==> config.mk <==
export PLATFORM = sky130hd
export DESIGN_NAME = melody_tone_sequencer_core
export DESIGN_NICKNAME = d
export VERILOG_FILES = /design/src/hdl/mts_pkg.sv /design/src/hdl/mts_div.sv /design/src/hdl/mts_datapath.sv /design/src/hdl/mts_ctrl.sv /design/src/hdl/melody_tone_sequencer_core.sv
export SDC_FILE = /design/constraint.sdc
export NUM_CORES = 2
export LEC_CHECK = 0
export BUFFER_PORTS_ARGS = -buffer_cell sky130_fd_sc_hd__buf_2
export CAP_MARGIN = 5
export CORE_MARGIN = 4
export CORE_UTILIZATION = 61
export CTS_CLUSTER_DIAMETER = 60
export DETAILED_ROUTE_END_ITERATION = 16
export GPL_TIMING_DRIVEN = 1
export PLACE_DENSITY_LB_ADDON = 0.2
export SYNTH_ARGS = -nofsm -noshare
export SYNTH_HDL_FRONTEND = slang
export SYNTH_SLANG_ARGS = --single-unit
==> constraint.sdc <==
create_clock -name clock -period 7 [get_ports clock]
set_input_delay 0 -clock clock [delete_from_list [all_inputs] [get_ports clock]]
set_output_delay 0 -clock clock [all_outputs]
set_load 0.01 [all_outputs]
==> src/hdl/mts_pkg.sv <==
// Package for the melody tone sequencer: widths, command codes, reset values,
// controller state and divider operand enums, and the controller/datapath structs.
// Depends on nothing; every other file of the block imports it.
`timescale 1ns / 1ps

package mts_pkg;

   localparam int NOTE_DEPTH_DEFAULT = 64;

   localparam int CLOCK_HZ_W = 27;
   localparam int TEMPO_W    = 10;
   localparam int CSR_IDX_W  = 1;
   localparam int CSR_DATA_W = 27;

   localparam int REQ_USER_W = 2;
   localparam int REQ_DATA_W = 40;
   localparam int RSP_DATA_W = 8;

   localparam int FREQ_W     = 13;
   localparam int CODE_W     = 8;
   localparam int SLOT_W     = 6;
   localparam int MLEN_W     = 7;
   localparam int POS_W      = 6;

   localparam int DIV_NUM_W  = 27;
   localparam int DIV_DEN_W  = 13;
   localparam int WHOLE_W    = 18;
   localparam int NOTE_MS_W  = 19;
   localparam int KHZ_W      = 18;
   localparam int PROD_W     = KHZ_W + NOTE_MS_W;
   localparam int TICKS_W    = 32;

   localparam int MS_PER_MIN = 60000;
   localparam int MS_PER_S   = 1000;

   localparam logic [CLOCK_HZ_W-1:0] CLOCK_HZ_RESET = CLOCK_HZ_W'(80000000);
   localparam logic [TEMPO_W-1:0]    TEMPO_RESET    = TEMPO_W'(200);

   localparam logic [REQ_USER_W-1:0] CMD_LOAD  = 2'd0;
   localparam logic [REQ_USER_W-1:0] CMD_START = 2'd1;
   localparam logic [REQ_USER_W-1:0] CMD_TICK  = 2'd2;

   localparam logic [CSR_IDX_W-1:0] CSR_CLOCK_HZ  = 1'd0;
   localparam logic [CSR_IDX_W-1:0] CSR_TEMPO_BPM = 1'd1;

   typedef enum logic [2:0] {
      ST_IDLE,
      ST_READ,
      ST_DIV_GO,
      ST_DIV_WAIT,
      ST_MUL,
      ST_FIN
   } ctrl_state_type;

   typedef enum logic [1:0] {
      DSEL_PERIOD,
      DSEL_TEMPO,
      DSEL_MAG
   } div_sel_type;

   typedef struct packed {
      logic        accept;
      logic        mem_read;
      logic        div_start;
      logic        div_capture;
      div_sel_type div_sel;
      logic        mul_load;
      logic        ticks_load;
   } dp_cmd_type;

   typedef struct packed {
      logic out_free;
      logic begin_req;
      logic div_done;
   } dp_stat_type;

endpackage

==> src/hdl/mts_div.sv <==
// Restoring serial divider, one quotient bit per cycle.
// Depends on mts_pkg for the operand widths.
`timescale 1ns / 1ps

module mts_div import mts_pkg::*; (
   input  logic                 clock,
   input  logic                 reset,
   input  logic                 start,
   input  logic [DIV_NUM_W-1:0] dividend,
   input  logic [DIV_DEN_W-1:0] divisor,
   output logic [DIV_NUM_W-1:0] quotient,
   output logic                 done
);

   localparam int CNT_W = $clog2(DIV_NUM_W);
   localparam logic [CNT_W-1:0] CNT_LAST = CNT_W'(DIV_NUM_W - 1);

   logic                 busy_ff, busy_in;
   logic                 done_ff, done_in;
   logic [CNT_W-1:0]     cnt_ff, cnt_in;
   logic [DIV_NUM_W-1:0] quo_ff, quo_in;
   logic [DIV_DEN_W-1:0] rem_ff, rem_in;
   logic [DIV_DEN_W-1:0] den_ff, den_in;
   logic [DIV_DEN_W:0]   rem_shift;
   logic [DIV_DEN_W:0]   rem_diff;

   assign rem_shift = {rem_ff, quo_ff[DIV_NUM_W-1]};
   assign rem_diff  = rem_shift - {1'b0, den_ff};

   always_comb begin
      busy_in = busy_ff;
      done_in = 1'b0;
      cnt_in  = cnt_ff;
      quo_in  = quo_ff;
      rem_in  = rem_ff;
      den_in  = den_ff;
      if (start) begin
         busy_in = 1'b1;
         cnt_in  = '0;
         quo_in  = dividend;
         rem_in  = '0;
         den_in  = divisor;
      end else if (busy_ff) begin
         if (rem_shift >= {1'b0, den_ff}) begin
            rem_in = rem_diff[DIV_DEN_W-1:0];
            quo_in = {quo_ff[DIV_NUM_W-2:0], 1'b1};
         end else begin
            rem_in = rem_shift[DIV_DEN_W-1:0];
            quo_in = {quo_ff[DIV_NUM_W-2:0], 1'b0};
         end
         cnt_in = cnt_ff + CNT_W'(1);
         if (cnt_ff == CNT_LAST) begin
            busy_in = 1'b0;
            done_in = 1'b1;
         end
      end
   end

   always_ff @(posedge clock) begin
      if (reset) begin
         busy_ff <= 1'b0;
         done_ff <= 1'b0;
         cnt_ff  <= '0;
      end else begin
         busy_ff <= busy_in;
         done_ff <= done_in;
         cnt_ff  <= cnt_in;
      end
   end

   always_ff @(posedge clock) begin
      quo_ff <= quo_in;
      rem_ff <= rem_in;
      den_ff <= den_in;
   end

   assign quotient = quo_ff;
   assign done     = done_ff;

endmodule

==> src/hdl/mts_datapath.sv <==
// Datapath of the melody tone sequencer: note store, playback state, tone and
// duration arithmetic and the result register. Depends on mts_pkg and mts_div.
`timescale 1ns / 1ps

module mts_datapath import mts_pkg::*; #(
   parameter int NOTE_DEPTH = NOTE_DEPTH_DEFAULT
) (
   input  logic                  clock,
   input  logic                  reset,
   input  dp_cmd_type            cmd,
   output dp_stat_type           stat,
   input  logic [CLOCK_HZ_W-1:0] clock_hz,
   input  logic [TEMPO_W-1:0]    tempo_bpm,
   input  logic [REQ_USER_W-1:0] req_tuser,
   input  logic [REQ_DATA_W-1:0] req_tdata,
   input  logic                  rsp_tready,
   output logic                  rsp_tvalid,
   output logic [RSP_DATA_W-1:0] rsp_tdata,
   output logic                  rsp_tlast
);

   localparam int IDX_W      = $clog2(NOTE_DEPTH);
   localparam int LEN_W      = (IDX_W + 1 > MLEN_W) ? IDX_W + 1 : MLEN_W;
   localparam int SLOT_EXT_W = IDX_W + SLOT_W;
   localparam int POS_EXT_W  = IDX_W + POS_W;

   // Division of the sampled clock by 1000: drop three bits, then multiply by
   // the rounded-up reciprocal of 125 and keep bits 31 and up. This is exact
   // for every 24-bit operand.
   localparam int KHZ_PRE_SHIFT  = 3;
   localparam int KHZ_RECIP_W    = 25;
   localparam int KHZ_POST_SHIFT = 31;
   localparam int KHZ_OPND_W     = CLOCK_HZ_W - KHZ_PRE_SHIFT;
   localparam int KHZ_PROD_W     = KHZ_OPND_W + KHZ_RECIP_W;
   localparam logic [KHZ_RECIP_W-1:0] KHZ_RECIP = KHZ_RECIP_W'(17179870);

   // Note store: frequency and signed length code per entry.
   logic [FREQ_W-1:0] freq_mem [NOTE_DEPTH];
   logic [CODE_W-1:0] code_mem [NOTE_DEPTH];

   logic [FREQ_W-1:0]        rd_freq_ff;
   logic signed [CODE_W-1:0] rd_code_ff;

   logic                  active_ff, active_in;
   logic [IDX_W-1:0]      cur_ff, cur_in;
   logic [LEN_W-1:0]      mlen_ff, mlen_in;
   logic [CLOCK_HZ_W-1:0] period_ff, period_in;
   logic [CLOCK_HZ_W-1:0] phase_ff, phase_in;
   logic [TICKS_W-1:0]    ticks_ff, ticks_in;

   logic [CLOCK_HZ_W-1:0] clk_snap_ff, clk_snap_in;
   logic [TEMPO_W-1:0]    tempo_snap_ff, tempo_snap_in;
   logic [WHOLE_W-1:0]    whole_ff, whole_in;
   logic [NOTE_MS_W-1:0]  note_ms_ff, note_ms_in;
   logic [KHZ_W-1:0]      khz_ff, khz_in;
   logic [PROD_W-1:0]     prod_ff, prod_in;

   logic                  rsp_valid_ff, rsp_valid_in;
   logic                  rsp_level_ff, rsp_level_in;
   logic                  rsp_playing_ff, rsp_playing_in;
   logic [POS_W-1:0]      rsp_pos_ff, rsp_pos_in;
   logic                  rsp_done_ff, rsp_done_in;

   // Request fields.
   logic [REQ_USER_W-1:0]    f_cmd;
   logic [SLOT_W-1:0]        f_slot;
   logic [FREQ_W-1:0]        f_freq;
   logic [CODE_W-1:0]        f_code;
   logic [MLEN_W-1:0]        f_mlen;

   logic [SLOT_EXT_W-1:0]    slot_ext;
   logic                     slot_ok;
   logic [LEN_W-1:0]         mlen_ext;
   logic [LEN_W-1:0]         mlen_sat;
   logic [LEN_W-1:0]         next_note;
   logic                     more_notes;
   logic                     note_ends;
   logic                     tone_high;
   logic [CLOCK_HZ_W:0]      phase_inc;
   logic [CLOCK_HZ_W-1:0]    phase_next;
   logic [POS_EXT_W-1:0]     pos_ext;
   logic [POS_W-1:0]         cur_pos;

   logic                     div_start;
   logic [DIV_NUM_W-1:0]     div_dividend;
   logic [DIV_DEN_W-1:0]     div_divisor;
   logic [DIV_NUM_W-1:0]     div_quotient;
   logic                     div_done;
   logic [CODE_W-1:0]        code_mag;
   logic [CODE_W-1:0]        code_mag_fix;
   logic [TEMPO_W-1:0]       tempo_fix;
   logic [WHOLE_W-1:0]       q_note;
   logic [NOTE_MS_W:0]       q_triple;
   logic [TICKS_W-1:0]       ticks_sat;
   logic [KHZ_OPND_W-1:0]    clk_eighth;
   logic [KHZ_PROD_W-1:0]    khz_prod;

   assign f_cmd  = req_tuser;
   assign f_slot = req_tdata[5:0];
   assign f_freq = req_tdata[18:6];
   assign f_code = req_tdata[26:19];
   assign f_mlen = req_tdata[33:27];

   assign slot_ext = SLOT_EXT_W'(f_slot);
   assign slot_ok  = slot_ext < SLOT_EXT_W'(NOTE_DEPTH);
   assign mlen_ext = LEN_W'(f_mlen);
   assign mlen_sat = (mlen_ext > LEN_W'(NOTE_DEPTH)) ? LEN_W'(NOTE_DEPTH) : mlen_ext;

   assign next_note  = LEN_W'(cur_ff) + LEN_W'(1);
   assign more_notes = next_note < mlen_ff;
   assign note_ends  = active_ff && (ticks_ff == TICKS_W'(1));

   assign tone_high  = (period_ff >= CLOCK_HZ_W'(2)) && (phase_ff < (period_ff >> 1));
   assign phase_inc  = {1'b0, phase_ff} + (CLOCK_HZ_W + 1)'(1);
   assign phase_next = (phase_inc >= {1'b0, period_ff}) ? '0 : phase_inc[CLOCK_HZ_W-1:0];

   assign pos_ext = POS_EXT_W'(cur_ff);
   assign cur_pos = pos_ext[POS_W-1:0];

   assign stat.out_free  = !rsp_valid_ff || rsp_tready;
   assign stat.begin_req = ((f_cmd == CMD_START) && (f_mlen != '0)) ||
                           ((f_cmd == CMD_TICK) && note_ends && more_notes);
   assign stat.div_done  = div_done;

   // Divider operands, picked by the sequencer step.
   assign code_mag     = rd_code_ff[CODE_W-1] ? (~rd_code_ff + CODE_W'(1)) : rd_code_ff;
   assign code_mag_fix = (code_mag == '0) ? CODE_W'(1) : code_mag;
   assign tempo_fix    = (tempo_snap_ff == '0) ? TEMPO_W'(1) : tempo_snap_ff;
   assign div_start    = cmd.div_start;

   assign clk_eighth = clk_snap_ff[CLOCK_HZ_W-1:KHZ_PRE_SHIFT];
   assign khz_prod   = KHZ_PROD_W'(clk_eighth) * KHZ_PROD_W'(KHZ_RECIP);

   always_comb begin
      unique case (cmd.div_sel)
         DSEL_PERIOD: begin
            div_dividend = clk_snap_ff;
            div_divisor  = rd_freq_ff;
         end
         DSEL_TEMPO: begin
            div_dividend = DIV_NUM_W'(MS_PER_MIN);
            div_divisor  = DIV_DEN_W'(tempo_fix);
         end
         DSEL_MAG: begin
            div_dividend = DIV_NUM_W'(whole_ff);
            div_divisor  = DIV_DEN_W'(code_mag_fix);
         end
         default: begin
            div_dividend = clk_snap_ff;
            div_divisor  = rd_freq_ff;
         end
      endcase
   end

   mts_div u_div (
      .clock    (clock),
      .reset    (reset),
      .start    (div_start),
      .dividend (div_dividend),
      .divisor  (div_divisor),
      .quotient (div_quotient),
      .done     (div_done)
   );

   // A dotted note lasts one and a half times the plain length.
   assign q_note   = div_quotient[WHOLE_W-1:0];
   assign q_triple = (NOTE_MS_W + 1)'(q_note) + (NOTE_MS_W + 1)'({q_note, 1'b0});
   assign ticks_sat = (prod_ff[PROD_W-1:TICKS_W] != '0) ? '1 :
                      (prod_ff[TICKS_W-1:0] == '0) ? TICKS_W'(1) : prod_ff[TICKS_W-1:0];

   always_comb begin
      active_in      = active_ff;
      cur_in         = cur_ff;
      mlen_in        = mlen_ff;
      period_in      = period_ff;
      phase_in       = phase_ff;
      ticks_in       = ticks_ff;
      clk_snap_in    = clk_snap_ff;
      tempo_snap_in  = tempo_snap_ff;
      whole_in       = whole_ff;
      note_ms_in     = note_ms_ff;
      khz_in         = khz_ff;
      prod_in        = prod_ff;
      rsp_valid_in   = rsp_valid_ff && !rsp_tready;
      rsp_level_in   = rsp_level_ff;
      rsp_playing_in = rsp_playing_ff;
      rsp_pos_in     = rsp_pos_ff;
      rsp_done_in    = rsp_done_ff;

      if (cmd.accept) begin
         clk_snap_in    = clock_hz;
         tempo_snap_in  = tempo_bpm;
         rsp_valid_in   = 1'b1;
         rsp_level_in   = 1'b0;
         rsp_done_in    = 1'b0;
         rsp_playing_in = active_ff;
         rsp_pos_in     = cur_pos;
         unique case (f_cmd)
            CMD_TICK: begin
               if (active_ff) begin
                  rsp_level_in = tone_high;
                  phase_in     = phase_next;
                  ticks_in     = ticks_ff - TICKS_W'(1);
                  if (note_ends) begin
                     if (more_notes) begin
                        cur_in   = next_note[IDX_W-1:0];
                        phase_in = '0;
                     end else begin
                        active_in   = 1'b0;
                        rsp_done_in = 1'b1;
                     end
                  end
               end
            end
            CMD_START: begin
               mlen_in    = mlen_sat;
               cur_in     = '0;
               phase_in   = '0;
               rsp_pos_in = '0;
               if (f_mlen == '0) begin
                  active_in      = 1'b0;
                  rsp_playing_in = 1'b0;
               end else begin
                  active_in      = 1'b1;
                  rsp_playing_in = 1'b1;
               end
            end
            default: begin
            end
         endcase
      end

      if (cmd.mem_read) begin
         khz_in = khz_prod[KHZ_POST_SHIFT +: KHZ_W];
      end

      if (cmd.div_capture) begin
         unique case (cmd.div_sel)
            DSEL_PERIOD: period_in  = (rd_freq_ff == '0) ? '0 : div_quotient;
            DSEL_TEMPO:  whole_in   = {div_quotient[WHOLE_W-3:0], 2'b00};
            DSEL_MAG:    note_ms_in = rd_code_ff[CODE_W-1] ? q_triple[NOTE_MS_W:1]
                                                           : NOTE_MS_W'(q_note);
            default:     period_in  = period_ff;
         endcase
      end

      if (cmd.mul_load) begin
         prod_in = PROD_W'(khz_ff) * PROD_W'(note_ms_ff);
      end

      if (cmd.ticks_load) begin
         ticks_in = ticks_sat;
      end
   end

   always_ff @(posedge clock) begin
      if (reset) begin
         active_ff    <= 1'b0;
         cur_ff       <= '0;
         mlen_ff      <= '0;
         period_ff    <= '0;
         phase_ff     <= '0;
         ticks_ff     <= '0;
         rsp_valid_ff <= 1'b0;
      end else begin
         active_ff    <= active_in;
         cur_ff       <= cur_in;
         mlen_ff      <= mlen_in;
         period_ff    <= period_in;
         phase_ff     <= phase_in;
         ticks_ff     <= ticks_in;
         rsp_valid_ff <= rsp_valid_in;
      end
   end

   always_ff @(posedge clock) begin
      clk_snap_ff    <= clk_snap_in;
      tempo_snap_ff  <= tempo_snap_in;
      whole_ff       <= whole_in;
      note_ms_ff     <= note_ms_in;
      khz_ff         <= khz_in;
      prod_ff        <= prod_in;
      rsp_level_ff   <= rsp_level_in;
      rsp_playing_ff <= rsp_playing_in;
      rsp_pos_ff     <= rsp_pos_in;
      rsp_done_ff    <= rsp_done_in;
   end

   always_ff @(posedge clock) begin
      if (cmd.accept && (f_cmd == CMD_LOAD) && slot_ok) begin
         freq_mem[slot_ext[IDX_W-1:0]] <= f_freq;
         code_mem[slot_ext[IDX_W-1:0]] <= f_code;
      end
   end

   always_ff @(posedge clock) begin
      if (cmd.mem_read) begin
         rd_freq_ff <= freq_mem[cur_ff];
         rd_code_ff <= code_mem[cur_ff];
      end
   end

   assign rsp_tvalid = rsp_valid_ff;
   assign rsp_tdata  = {rsp_pos_ff, rsp_playing_ff, rsp_level_ff};
   assign rsp_tlast  = rsp_done_ff;

endmodule

==> src/hdl/mts_ctrl.sv <==
// Controller of the melody tone sequencer: accepts words and steps the datapath
// through the note setup sequence. Depends on mts_pkg.
`timescale 1ns / 1ps

module mts_ctrl import mts_pkg::*; (
   input  logic        clock,
   input  logic        reset,
   input  logic        req_tvalid,
   output logic        req_tready,
   input  dp_stat_type stat,
   output dp_cmd_type  cmd
);

   ctrl_state_type state_ff, state_in;
   div_sel_type    sel_ff, sel_in;
   logic           accept;

   assign req_tready = (state_ff == ST_IDLE) && stat.out_free;
   assign accept     = req_tvalid && req_tready;

   always_comb begin
      state_in = state_ff;
      sel_in   = sel_ff;
      unique case (state_ff)
         ST_IDLE: begin
            if (accept && stat.begin_req) begin
               state_in = ST_READ;
            end
         end
         ST_READ: begin
            sel_in   = DSEL_PERIOD;
            state_in = ST_DIV_GO;
         end
         ST_DIV_GO: begin
            state_in = ST_DIV_WAIT;
         end
         ST_DIV_WAIT: begin
            if (stat.div_done) begin
               unique case (sel_ff)
                  DSEL_PERIOD: begin
                     sel_in   = DSEL_TEMPO;
                     state_in = ST_DIV_GO;
                  end
                  DSEL_TEMPO: begin
                     sel_in   = DSEL_MAG;
                     state_in = ST_DIV_GO;
                  end
                  DSEL_MAG: begin
                     state_in = ST_MUL;
                  end
                  default: begin
                     state_in = ST_MUL;
                  end
               endcase
            end
         end
         ST_MUL: begin
            state_in = ST_FIN;
         end
         ST_FIN: begin
            state_in = ST_IDLE;
         end
         default: begin
            state_in = ST_IDLE;
         end
      endcase
   end

   always_comb begin
      cmd             = '0;
      cmd.accept      = accept;
      cmd.div_sel     = sel_ff;
      unique case (state_ff)
         ST_IDLE:     cmd.accept      = accept;
         ST_READ:     cmd.mem_read    = 1'b1;
         ST_DIV_GO:   cmd.div_start   = 1'b1;
         ST_DIV_WAIT: cmd.div_capture = stat.div_done;
         ST_MUL:      cmd.mul_load    = 1'b1;
         ST_FIN:      cmd.ticks_load  = 1'b1;
         default:     cmd.accept      = 1'b0;
      endcase
   end

   always_ff @(posedge clock) begin
      if (reset) begin
         state_ff <= ST_IDLE;
         sel_ff   <= DSEL_PERIOD;
      end else begin
         state_ff <= state_in;
         sel_ff   <= sel_in;
      end
   end

endmodule

==> src/hdl/melody_tone_sequencer_core.sv <==
// Melody tone sequencer top level: configuration registers, controller and datapath.
// Depends on mts_pkg, mts_ctrl and mts_datapath (which holds mts_div).
`timescale 1ns / 1ps

// Usage:
// Request words carry a command in req_tuser: load a note into the store, start
// a melody, or advance playback by one tick. Every word gives exactly one
// response word on the rsp_ channel: square-wave level, playing flag and the
// note position, with rsp_tlast high on the tick that ends the last note.
// The response is registered and appears the cycle after the request is taken.
// Loads, idle ticks and ticks inside a note are taken one word per cycle while the
// response side keeps up. A non-empty start word, and a tick that ends a note with
// another one to follow, set up the next note: the request side then stalls
// while the shared bit-serial divider runs three 27-bit divisions, with a store
// read before them and one multiply and a saturation step after.
// clock_hz and tempo_bpm are written through the csr_ port and take effect for
// notes set up after the write. Reset stops playback and returns the registers
// to 80 MHz and 200 bpm; the note store is not cleared.
// A stalled response holds its word; the block takes a new request only when
// the response register is empty or being drained in the same cycle.
module melody_tone_sequencer_core import mts_pkg::*; #(
   parameter int NOTE_DEPTH = NOTE_DEPTH_DEFAULT
) (
   input  logic                  clock,
   input  logic                  reset,
   input  logic                  req_tvalid,
   output logic                  req_tready,
   // req_tdata: write_slot, note_freq, note_len_code, melody_length
   input  logic [REQ_DATA_W-1:0] req_tdata,
   // req_tuser: command
   input  logic [REQ_USER_W-1:0] req_tuser,
   output logic                  rsp_tvalid,
   input  logic                  rsp_tready,
   // rsp_tdata: buzzer_level, playing, note_position
   output logic [RSP_DATA_W-1:0] rsp_tdata,
   output logic                  rsp_tlast,
   input  logic                  csr_wr_en,
   input  logic [CSR_IDX_W-1:0]  csr_index,
   input  logic [CSR_DATA_W-1:0] csr_wdata
);

   logic [CLOCK_HZ_W-1:0] clock_hz_ff, clock_hz_in;
   logic [TEMPO_W-1:0]    tempo_bpm_ff, tempo_bpm_in;
   dp_cmd_type            cmd;
   dp_stat_type           stat;

   always_comb begin
      clock_hz_in  = clock_hz_ff;
      tempo_bpm_in = tempo_bpm_ff;
      if (csr_wr_en) begin
         unique case (csr_index)
            CSR_CLOCK_HZ:  clock_hz_in  = csr_wdata[CLOCK_HZ_W-1:0];
            CSR_TEMPO_BPM: tempo_bpm_in = csr_wdata[TEMPO_W-1:0];
            default:       clock_hz_in  = clock_hz_ff;
         endcase
      end
   end

   always_ff @(posedge clock) begin
      if (reset) begin
         clock_hz_ff  <= CLOCK_HZ_RESET;
         tempo_bpm_ff <= TEMPO_RESET;
      end else begin
         clock_hz_ff  <= clock_hz_in;
         tempo_bpm_ff <= tempo_bpm_in;
      end
   end

   mts_ctrl u_ctrl (
      .clock      (clock),
      .reset      (reset),
      .req_tvalid (req_tvalid),
      .req_tready (req_tready),
      .stat       (stat),
      .cmd        (cmd)
   );

   mts_datapath #(
      .NOTE_DEPTH (NOTE_DEPTH)
   ) u_datapath (
      .clock      (clock),
      .reset      (reset),
      .cmd        (cmd),
      .stat       (stat),
      .clock_hz   (clock_hz_ff),
      .tempo_bpm  (tempo_bpm_ff),
      .req_tuser  (req_tuser),
      .req_tdata  (req_tdata),
      .rsp_tready (rsp_tready),
      .rsp_tvalid (rsp_tvalid),
      .rsp_tdata  (rsp_tdata),
      .rsp_tlast  (rsp_tlast)
   );

`ifndef SYNTHESIS
   // A word is never taken while a stalled response still occupies the register.
   a_no_overrun: assert property (@(posedge clock) disable iff (reset)
      (req_tvalid && req_tready) |-> (!rsp_tvalid || rsp_tready))
      else $error("request taken while response register was blocked");

   // The end-of-melody tick always reports that a note ran.
   a_done_playing: assert property (@(posedge clock) disable iff (reset)
      (rsp_tvalid && rsp_tlast) |-> rsp_tdata[1])
      else $error("melody end reported without a playing note");

   // The buzzer only sounds while a note is running.
   a_level_playing: assert property (@(posedge clock) disable iff (reset)
      (rsp_tvalid && rsp_tdata[0]) |-> rsp_tdata[1])
      else $error("buzzer high while not playing");

   // An empty start stops playback in the very next response.
   a_empty_start: assert property (@(posedge clock) disable iff (reset)
      (req_tvalid && req_tready && (req_tuser == CMD_START) && (req_tdata[33:27] == 7'd0))
      |=> (rsp_tvalid && !rsp_tdata[1]))
      else $error("empty start did not stop playback");
`endif

endmodule

==> results.toml <==
[cts]
clk_pin_slew_worst_paths_ns = 0.06
worst_skew_pair.late_latency_ns = 0.82
cts_buffers = 172
root_buffer = "clkbuf_16"
cts_sinks = 1704
cts_buffer_depth = 3
htreeDepth = 4
cts_tree = "yes"

[final_layout]
fin_nets = 7191
syn2layout_area_growth_pct = 11.7
drive_above_1_share_pct = 16.8
finalInstanceArea_sq_um = 98700
fillerInstances = 9464
stdcell_count = 8253
final_core_util_pct = 68.6

[critical_path]
arrival_ns = 7.17
crit_required_ns = 7.50
endpoint_kind = "register"
crit_path_max_fanout = 8
critPathKind = "reg2reg"
r2r_cells = 25
startpoint_type = "register"

[place]
place_inst = 7783
place.gp.congestion = 0.874
dp_hpwl_microns = 130000
placed_area_sq_um = 91600
portBuffers = 79

[route]
vias_per_cell = 6.17
drc = 0
vias = 50900
ant_nets = 0
routed_wl_microns = 216000
post_drt_wl_per_cell_microns = 26.2
drt_pass1_iterations = 5
drtIter0Drc = 5171

[synth]
synthMuxAreaShare_pct = 11.6
syn-instance-count = 5883
yosysWarnings = 0
synth-compound-area-share_pct = 4.07
yosys_most_used_dff = "edfxtp_1"
synthXorXnorAreaFrac_pct = 1.04
synthAdderAreaFrac_pct = 16.8
ys_types = 83
synth_area_per_cell_sq_um = 15.0
synth_nets = 6876
ys_ff_latch = 1704
synth_edf_count = 1541
async_flop_share_pct = 0
ys_seq_area_share_pct = 56.1
synth_top_family_by_area = "adder cells"
synthSimpleGateAreaFrac_pct = 6.21
synth_area_sq_um = 88300

[floorplan]
initial_core_util_pct = 61.4
die-area_sq_um = 151000
io_pins = 86
dieWidth_microns = 389
fp-row-count = 139
core_area_sq_um = 144000
die_height_microns = 389

[power_and_ir_drop]
power.leakage_nw = 36.4
vdd_ir_drop_max_mv = 1.38
powerDensity_nw_per_um2 = 454

[timing]
min_period_ns = 6.67
worstMarginPinSlew_ns = 1.27
fmax_mhz = 150
period_share_pct = 95.3
max_slew_margin_pct = 15.6
setup_viol = 0
final_hold_viol_count = 0
fin_skew_ns = 0.0681
drv_slew = 0
whs_ns = 0.0768

[worst_hold_path]
holdPathStages = 4
hold_class = "in2reg"

[grt]
grt_remaining_overflow = 0
grt.total_usage_pct = 29.4
antenna_found_initial = 15
grt_pass1_vias = 53200
grt_first_pass_wirelength_microns = 330000
grt_max_degree = 129

[job]
cap_violations = 0

[outcome]
status = "completed"
sequential cells by signal, indices dropped and copies added (netlist names), 13 cells and up:
signal / count
u_datapath.whole_ff: 16
u_datapath.u_div.rem_ff: 13
u_datapath.rd_freq_ff: 13
u_datapath.code_mem: 512
u_datapath.prod_ff: 37
u_datapath.period_ff: 27
u_datapath.clk_snap_ff: 27
u_datapath.u_div.den_ff: 13
clock_hz_ff: 27
u_datapath.u_div.quotient: 27
u_datapath.khz_ff: 18
u_datapath.freq_mem: 832
u_datapath.ticks_ff: 32
u_datapath.phase_ff: 27
u_datapath.note_ms_ff: 19
final timing paths:
kind | from | to | slack [ns]
worst max-delay path | u_datapath.clk_snap_ff[24] | u_datapath.khz_ff[17] | 0.33
worst min register to register | tempo_bpm_ff[7] | u_datapath.tempo_snap_ff[7] | 0.42
worst min-delay path | rsp_tready | u_datapath.rsp_tvalid | 0.08
worst max register to register | u_datapath.clk_snap_ff[24] | u_datapath.khz_ff[17] | 0.33
layer usage:
| metal | vias to the layer above | GRT usage, % | share of wire, % |
|---|---|---|---|
| met5 | - | 0 | 0.047 |
| met4 | 14 | 12.6 | 4.8 |
| met3 | 520 | 4.64 | 7.2 |
| met2 | 2238 | 50.4 | 51 |
| met1 | 26100 | 37.5 | 37 |
| li1 | 22100 | - | - |
placed cells by master (no fill, tap or decap), types with 171 or more instances in the layout:
cell type and instances:
mux4_2 441, fa_1 449, edfxtp_1 1541, ha_1 469
nor2_1 183, a21oi_1 187, clkbuf_16 173, buf_4 171
inv_1 742, nand2_1 422
cell type report:
| cell class | count | area (sq um) | area share [%] |
|---|---|---|---|
| flip-flops and latches | 1704 | 49600 | 50.2 |
| multi-input cells | 3194 | 35300 | 35.7 |
| diodes | 4 | 10.0 | 0.0101 |
| clock inverters | 109 | 1120 | 1.14 |
| inverters | 743 | 2790 | 2.83 |
| clock buffers | 213 | 4510 | 4.57 |
| repair buffers | 383 | 3050 | 3.09 |
| well taps | 1903 | 2380 | 2.41 |
cells by family (layout without fill, tap and decap cells):
kind of cell | Yosys count | count (layout)
adder cells (fa/ha/maj) | 918 | 918
AND/OR/NAND/NOR | 1134 | 1134
multiplexers | 468 | 468
other | 0 | 4
AO/OA/AOI/OAI | 569 | 569
flip-flops | 1704 | 1704
buffers and inverters | 985 | 1448
XOR/XNOR | 105 | 105
cells in the mapped netlist (16+ instances only):
library cell,number,area [sq um]
dfxtp_1,163,3260
nor3_1,44,220
edfxtp_1,1541,46300
fa_1,449,8990
nand2_1,422,1580
nand3_1,52,260
o22ai_1,16,100
nor3b_1,17,128
xor2_1,26,228
a22oi_1,32,240
clkbuf_1,188,706
mux4_2,441,9930
nor2_1,248,931
a21o_1,33,248
nor4_1,29,181
nor2b_1,29,181
buf_1,46,173
a31oi_1,21,131
nand3b_1,20,150
ha_1,469,5870
nand2b_1,20,125
nand4_1,27,169
a21oi_1,187,936
or3_1,17,106
inv_1,742,2790
o21ai_0,125,626
o21a_1,24,180
xnor2_1,79,692
and2_1,152,951
per-stage QoR:
step | setup slack [ns] | setup TNS, ns | total power [mW]
CTS | 0.136 | 0 | 45.2
floorplan | 0.527 | 0 | 30.4
global placement | 0.362 | 0 | 35.5
global route | -0.00155 | -0.00155 | 49.1
detailed placement | 0.174 | 0 | 35.9
finish | 0.327 | 0 | 44.8
power breakdown:
group	total (mW)	switching, mW	internal, mW
Combinational	23.2	12.9	10.4
Sequential	12.5	0.246	12.3
Clock	9.09	4.02	5.06
worst max-delay path: stages, from the launching register on:
cell and delay (ns):
edfxtp_1 0.49, buf_4 0.23, ha_1 0.29, inv_1 0.06, fa_1 0.50, inv_1 0.05, ha_1 0.27, inv_1 0.05
fa_1 0.49, inv_1 0.05, fa_1 0.52, fa_1 0.51, inv_1 0.06, fa_1 0.48, inv_1 0.04, ha_1 0.31
a21o_1 0.18, a211o_1 0.26, nor4_1 0.23, o31ai_1 0.14, a311oi_1 0.27, buf_4 0.20, a21oi_1 0.13, o2111ai_1 0.25
a21o_1 0.19, o21ai_0 0.10
repair_timing:
item,in CTS,in global routing
setup buffers,0,13
gates resized for setup,0,2
hold buffers,131,0
setup endpoints to repair,0,10
endpoints found under the hold margin,1009,0
Note: power is estimated with default switching activity, not from simulation.
